<file path="src/rtl/rmd_pkg.sv">
package rmd_pkg;

  localparam int unsigned DefBufferDepth = 64;
  localparam logic [15:0] HdrBytes = 16'd4;

  localparam int unsigned AddrWidth = 3;
  localparam int unsigned DataWidth = 32;

  localparam logic RegStartMarker = 1'b0;
  localparam logic RegIdleLimit = 1'b1;

  localparam logic [7:0] StartMarkerReset = 8'd170;
  localparam logic [7:0] IdleLimitReset = 8'd8;

  typedef enum logic [2:0] {
    PH_HUNT    = 3'd0,
    PH_LEN_LO  = 3'd1,
    PH_LEN_HI  = 3'd2,
    PH_ID_LO   = 3'd3,
    PH_ID_HI   = 3'd4,
    PH_PAYLOAD = 3'd5
  } phase_t;

  typedef enum logic [2:0] {
    EV_HUNT    = 3'd0,
    EV_HEADER  = 3'd1,
    EV_PAYLOAD = 3'd2,
    EV_DONE    = 3'd3,
    EV_TIMEOUT = 3'd4,
    EV_LENERR  = 3'd5
  } event_t;

  typedef struct packed {
    logic [7:0] start_marker;
    logic [7:0] idle_limit;
  } cfg_t;

endpackage

</file>
<file path="src/rtl/rmd_regs.sv">
module rmd_regs (
  input  logic                            clk,
  input  logic                            rst,
  input  logic                            psel,
  input  logic                            penable,
  input  logic                            pwrite,
  input  logic [rmd_pkg::AddrWidth-1:0]   paddr,
  input  logic [rmd_pkg::DataWidth-1:0]   pwdata,
  output logic [rmd_pkg::DataWidth-1:0]   prdata,
  output logic                            pready,
  output rmd_pkg::cfg_t                   cfg
);
  import rmd_pkg::*;

  logic wr_en;
  logic reg_sel;

  assign pready  = 1'b1;
  assign wr_en   = psel && penable && pwrite;
  assign reg_sel = paddr[2];

  always_ff @(posedge clk) begin
    if (rst) begin
      cfg.start_marker <= StartMarkerReset;
      cfg.idle_limit   <= IdleLimitReset;
    end else if (wr_en) begin
      unique case (reg_sel)
        RegStartMarker: cfg.start_marker <= pwdata[7:0];
        RegIdleLimit:   cfg.idle_limit   <= pwdata[7:0];
        default: ;
      endcase
    end
  end

  always_comb begin
    unique case (reg_sel)
      RegStartMarker: prdata = DataWidth'(cfg.start_marker);
      RegIdleLimit:   prdata = DataWidth'(cfg.idle_limit);
      default:        prdata = '0;
    endcase
  end

endmodule

</file>
<file path="src/rtl/response_message_deframer_unit.sv">
// Path: an accepted word is held in the byte register, then moves into the result register.
// Throughput: one word per cycle; the byte register and the result register
// form a two-stage pipeline that advances whenever the result can move on.
// Reset: synchronous, active high; parsing restarts in the hunt for a start
// marker, counters and header fields clear, registers take default values.
module response_message_deframer_unit #(
  parameter int unsigned BUFFER_DEPTH = rmd_pkg::DefBufferDepth
) (
  input  logic                            clk,
  input  logic                            rst,
  input  logic                            psel,
  input  logic                            penable,
  input  logic                            pwrite,
  input  logic [rmd_pkg::AddrWidth-1:0]   paddr,
  input  logic [rmd_pkg::DataWidth-1:0]   pwdata,
  output logic [rmd_pkg::DataWidth-1:0]   prdata,
  output logic                            pready,
  input  logic                            in_valid,
  output logic                            in_ready,
  input  logic [7:0]                      rx_byte,
  output logic                            out_valid,
  input  logic                            out_ready,
  output logic [2:0]                      event_res,
  output logic [7:0]                      payload_byte,
  output logic [15:0]                     payload_index,
  output logic                            in_buffer,
  output logic [15:0]                     message_id,
  output logic [15:0]                     payload_length
);
  import rmd_pkg::*;

  cfg_t cfg;

  logic       s1_valid;
  logic [7:0] s1_byte;
  logic       advance;
  logic       fire;

  phase_t      phase, phase_next;
  logic [15:0] byte_counter, byte_counter_next;
  logic [15:0] message_length, message_length_next;
  logic [15:0] message_ident, message_ident_next;

  event_t      ev;
  logic [7:0]  pbyte;
  logic [15:0] pidx;
  logic        inbuf;
  logic [15:0] plen;

  logic [15:0] cnt_inc;
  logic [15:0] len_full;
  logic [15:0] len_pay;
  logic        is_marker;

  rmd_regs u_regs (
    .clk     (clk),
    .rst     (rst),
    .psel    (psel),
    .penable (penable),
    .pwrite  (pwrite),
    .paddr   (paddr),
    .pwdata  (pwdata),
    .prdata  (prdata),
    .pready  (pready),
    .cfg     (cfg)
  );

  assign advance  = !out_valid || out_ready;
  assign in_ready = !s1_valid || advance;
  assign fire     = s1_valid && advance;

  always_ff @(posedge clk) begin
    if (rst) begin
      s1_valid <= 1'b0;
    end else if (in_ready) begin
      s1_valid <= in_valid;
    end
  end

  always_ff @(posedge clk) begin
    if (in_valid && in_ready) begin
      s1_byte <= rx_byte;
    end
  end

  assign cnt_inc   = byte_counter + 16'd1;
  assign len_full  = message_length;
  assign len_pay   = len_full - HdrBytes;
  assign is_marker = (s1_byte == cfg.start_marker);

  always_comb begin
    unique case (phase)
      PH_LEN_LO:  phase_next = PH_LEN_HI;
      PH_LEN_HI:  phase_next = PH_ID_LO;
      PH_ID_LO:   phase_next = PH_ID_HI;
      PH_ID_HI: begin
        if (len_full < HdrBytes || len_pay == 16'd0) begin
          phase_next = PH_HUNT;
        end else begin
          phase_next = PH_PAYLOAD;
        end
      end
      PH_PAYLOAD: phase_next = (cnt_inc >= len_full) ? PH_HUNT : PH_PAYLOAD;
      default:    phase_next = is_marker ? PH_LEN_LO : PH_HUNT;
    endcase
  end

  always_comb begin
    ev                  = EV_HUNT;
    pbyte               = '0;
    pidx                = '0;
    inbuf               = 1'b0;
    plen                = '0;
    byte_counter_next   = byte_counter;
    message_length_next = message_length;
    message_ident_next  = message_ident;
    unique case (phase)
      PH_LEN_LO: begin
        ev                  = EV_HEADER;
        message_length_next = {8'd0, s1_byte};
      end
      PH_LEN_HI: begin
        ev                  = EV_HEADER;
        message_length_next = {s1_byte, message_length[7:0]};
      end
      PH_ID_LO: begin
        ev                 = EV_HEADER;
        message_ident_next = {8'd0, s1_byte};
      end
      PH_ID_HI: begin
        message_ident_next = {s1_byte, message_ident[7:0]};
        byte_counter_next  = '0;
        if (len_full < HdrBytes) begin
          ev = EV_LENERR;
        end else begin
          message_length_next = len_pay;
          if (len_pay == 16'd0) begin
            ev = EV_DONE;
          end else begin
            ev   = EV_HEADER;
            plen = len_pay;
          end
        end
      end
      PH_PAYLOAD: begin
        pbyte = s1_byte;
        pidx  = byte_counter;
        inbuf = (32'(byte_counter) < 32'(BUFFER_DEPTH));
        plen  = message_length;
        if (cnt_inc >= len_full) begin
          ev                = EV_DONE;
          byte_counter_next = '0;
        end else begin
          ev                = EV_PAYLOAD;
          byte_counter_next = cnt_inc;
        end
      end
      default: begin
        if (is_marker) begin
          ev                = EV_HEADER;
          byte_counter_next = '0;
        end else if (cnt_inc >= {8'd0, cfg.idle_limit}) begin
          ev                  = EV_TIMEOUT;
          message_length_next = '0;
          byte_counter_next   = '0;
        end else begin
          ev                = EV_HUNT;
          byte_counter_next = cnt_inc;
        end
      end
    endcase
  end

  always_ff @(posedge clk) begin
    if (rst) begin
      phase          <= PH_HUNT;
      byte_counter   <= '0;
      message_length <= '0;
      message_ident  <= '0;
      out_valid      <= 1'b0;
    end else begin
      if (fire) begin
        phase          <= phase_next;
        byte_counter   <= byte_counter_next;
        message_length <= message_length_next;
        message_ident  <= message_ident_next;
        out_valid      <= 1'b1;
      end else if (out_ready) begin
        out_valid <= 1'b0;
      end
    end
  end

  always_ff @(posedge clk) begin
    if (fire) begin
      event_res      <= ev;
      payload_byte   <= pbyte;
      payload_index  <= pidx;
      in_buffer      <= inbuf;
      message_id     <= message_ident_next;
      payload_length <= plen;
    end
  end

endmodule
</file>
<file path="config.mk">
export PLATFORM = sky130hd
export DESIGN_NAME = response_message_deframer_unit
export DESIGN_NICKNAME = d
export VERILOG_FILES = /design/src/rtl/rmd_pkg.sv /design/src/rtl/rmd_regs.sv /design/src/rtl/response_message_deframer_unit.sv
export SDC_FILE = /design/constraint.sdc
export NUM_CORES = 1
export LEC_CHECK = 0
export ABC_AREA = 1
export ABC_CLOCK_PERIOD_IN_PS = 3650
export BUFFER_PORTS_ARGS = -buffer_cell sky130_fd_sc_hd__clkbuf_2
export CAP_MARGIN = 15
export CORE_ASPECT_RATIO = 1.25
export CORE_MARGIN = 2
export CORE_UTILIZATION = 50
export DETAILED_ROUTE_END_ITERATION = 8
export GPL_TIMING_DRIVEN = 1
export PLACE_DENSITY = 0.73
export SLEW_MARGIN = 20
export SYNTH_ARGS = -nofsm -noshare
export SYNTH_HDL_FRONTEND = slang
export SYNTH_SLANG_ARGS = --single-unit
</file>
<file path="constraint.sdc">
create_clock -name clk -period 3.65 [get_ports clk]
set_input_delay 0.73 -clock clk [delete_from_list [all_inputs] [get_ports clk]]
set_output_delay 0.73 -clock clk [all_outputs]
set_load 0.01 [all_outputs]
</file>
==> out/results.txt <==
Status = complete, but fails checks
Failing checks = DRC
Min-delay src = rx_byte[1]
Distinct cells, synth = 38
Initial Utilization = 51.2%
Post-synthesis sequential area ratio = 46.2%
Lkg Pwr = 0.00380 µW
Worst slew margin = 47.5%
Synth warn = 0
Die area = 0.0158 mm²
Worst-case clock buffer depth = 2
Final setup viols = 0
Pre-antenna DRT Iters = 9
End of the worst hold path = s1_byte[1]
Antenna fix cells = 0
Total setup buffers inserted after CTS = 0
Worst r2r src = byte_counter[0]
Vias in the first global route = 5982
Worst hold path depth = 1
EDFF count, synth = 68
Cells after Synth = 924
PwrDens = 464 mW/mm²
GRT Overall Usage = 23.7%
Crit path capture type = register
Global route overflow = 0
Final ANT Viol Nets = 0
Max-Cap Viols = 0
Ports = 145
RSZ-0062 raised after global routing = false
Drt via density = 5.32
Critical-path cell list = ha_1, nand3_1, nor2_1, xor2_1, ha_1, nand2_1, o21ai_0, a21oi_1, nand4_4, nor2_2, nand2_2, nand3_2, nand2_2, nand2_1, nor2_2
Crit Path Category = register to register
Clock Root Buffer = clkbuf_16
CTS tree = done
Peak supply drop = 0.385 mV
Critical path data arrival time = 3.52 ns
Worst-Skew Late Latency = 0.42 ns
Most common cell after layout, fill and taps aside = nand2_1
Pwr Total = 4000 µW
Hold crit path type = input pin to register
CTS H-tree depth = 4
Post-DP Area = 0.00794 mm²
Hold Buf Count CTS = 0
Wire per inst = 15.4 µm
Vias = 6416
Final period util = 87.8%
Most frequent cells in the layout = 172 x nand2_1, 125 x inv_1, 99 x nor2_1, 93 x clkbuf_2, 75 x a21oi_1
HPWL after detailed placement = 12.8 mm
Netlist area before placement = 0.00741 mm²
Layout area overhead = 16.3%
Clock transition at path regs = 0.06 ns
Minimum clock period = 3.20 ns
Reg2Reg Setup Slack = 0.45 ns
Startpoint type of the worst setup path = register
TritonCTS buffer count = 17
Worst slew pin tran = 0.787 ns
Row Count = 49
Die Y = 140 µm
CP Buf/Inv Count = 0
Critical R2R Capture = len_full[13]
Max-slew violation count = 0
Most used flip-flop cell after synthesis = dfxtp_1
Share of layout cells above drive strength 1 = 17.4%
Worst Clk Skew = 0.00793 ns
Total Wirelength = 18.6 mm
Critical Path Start = byte_counter[0]
CP max stage cell = dfxtp_1
I/O Buffers = 93
CTS resizes = 0
Final setup TNS = 0 ns
Clock sinks = 137
Fmax = 312 MHz
Pin count of the biggest net entering global routing = 61
Initial antenna violation count = 0
First-pass GRT wire length = 29.7 mm
Worst Path Max Fanout = 11
Routability cong. = 0.901
DRC = 5
Flops & latches, synth = 137
Final net count = 1094
Crit-path leading delay family = simple AND/OR/NAND/NOR gates
Core footprint = 0.0145 mm²
Post-synth ARST share = 0%
Iteration-0 DRC count of the detailed router = 515
CP required = 3.96 ns
Worst path max stage delay = 0.43 ns
Design Area, Final = 0.00862 mm²
Chip width = 113 µm
Mean Syn Cell Area = 8.02 µm²
FF-to-FF path depth = 15
Final Hold Viols = 0
-- power by group --
part           internal, µW  switching [µW]  total (µW)
sequential             1680            31.4        1710
clock                  1310             665        1980
combinational          97.4             216         314
-- worst max-delay path by stage --
stage	cells past startpoint	slack, ns	endpoint
2_1_floorplan	10	0.43	len_full[15]
3_3_place_gp	15	0.57	len_full[8]
3_5_place_dp	15	0.52	len_full[8]
4_1_cts	15	0.47	len_full[8]
5_1_grt	15	0.18	len_full[8]
6_report	15	0.45	len_full[13]
-- cell type report --
type	instances	area, µm²
inverters	135	507
flip-flops and latches	137	3420
well taps	178	223
fillers	1289	5850
clock buffers	23	499
multi-input cells	622	3250
clock inverters	9	181
repair buffers	103	541
-- registers in the layout, indices dropped and copies added (netlist names) --
register,cells
byte_counter,16
event_res,3
in_buffer,1
len_full,16
message_id,16
message_ident,16
out_valid,1
payload_byte,8
payload_index,16
payload_length,16
phase,3
s1_byte,8
s1_valid,1
u_regs.cfg,16
-- cell usage after synthesis, types with 21 or more instances --
cell | n | share of area [%]
nand3_1 | 36 | 2.4
clkbuf_1 | 21 | 1.1
a21oi_1 | 75 | 5.1
nand2_1 | 172 | 8.7
buf_4 | 27 | 2.7
nor2_1 | 99 | 5.0
ha_1 | 28 | 4.7
dfxtp_1 | 69 | 19
edfxtp_1 | 68 | 28
nand4_1 | 32 | 2.7
o21ai_0 | 60 | 4.1
inv_1 | 126 | 6.4
-- stage by stage --
step / instances / hold slack (ns) / util, % / setup WS, ns
after floorplan: 947 / 0.450 / - / 0.430
final: 1207 / 0.479 / 59.6 / 0.446
after global routing: 1207 / 0.478 / 59.6 / 0.183
after detailed placement: 1175 / 0.476 / 54.9 / 0.518
after global placement: 1175 / 0.470 / 54.9 / 0.573
after CTS: 1207 / 0.474 / 59.6 / 0.474
-- kinds of logic after synthesis --
logic type                 synth area share [%]
adders and majority gates                  4.73
other                                     0.101
xor gates and xnor gates                   2.25
AOI/OAI and AO/OA                          11.7
and+or+nand+nor                            23.8
DFF                                        46.2
buffers and inverters                      11.2
-- layer usage --
metal | share of wire [%] | track usage, % | routed length (µm) | vias up
li1 | - | - | - | 3179
met1 | 41 | 29.6 | 7700 | 2906
met2 | 48 | 39.2 | 8950 | 278
met3 | 6.5 | 4.63 | 1210 | 53
met4 | 3.9 | 11.6 | 716 | 0
met5 | 0 | 0 | 0 | -
Note: power is estimated with default switching activity, not from simulation.
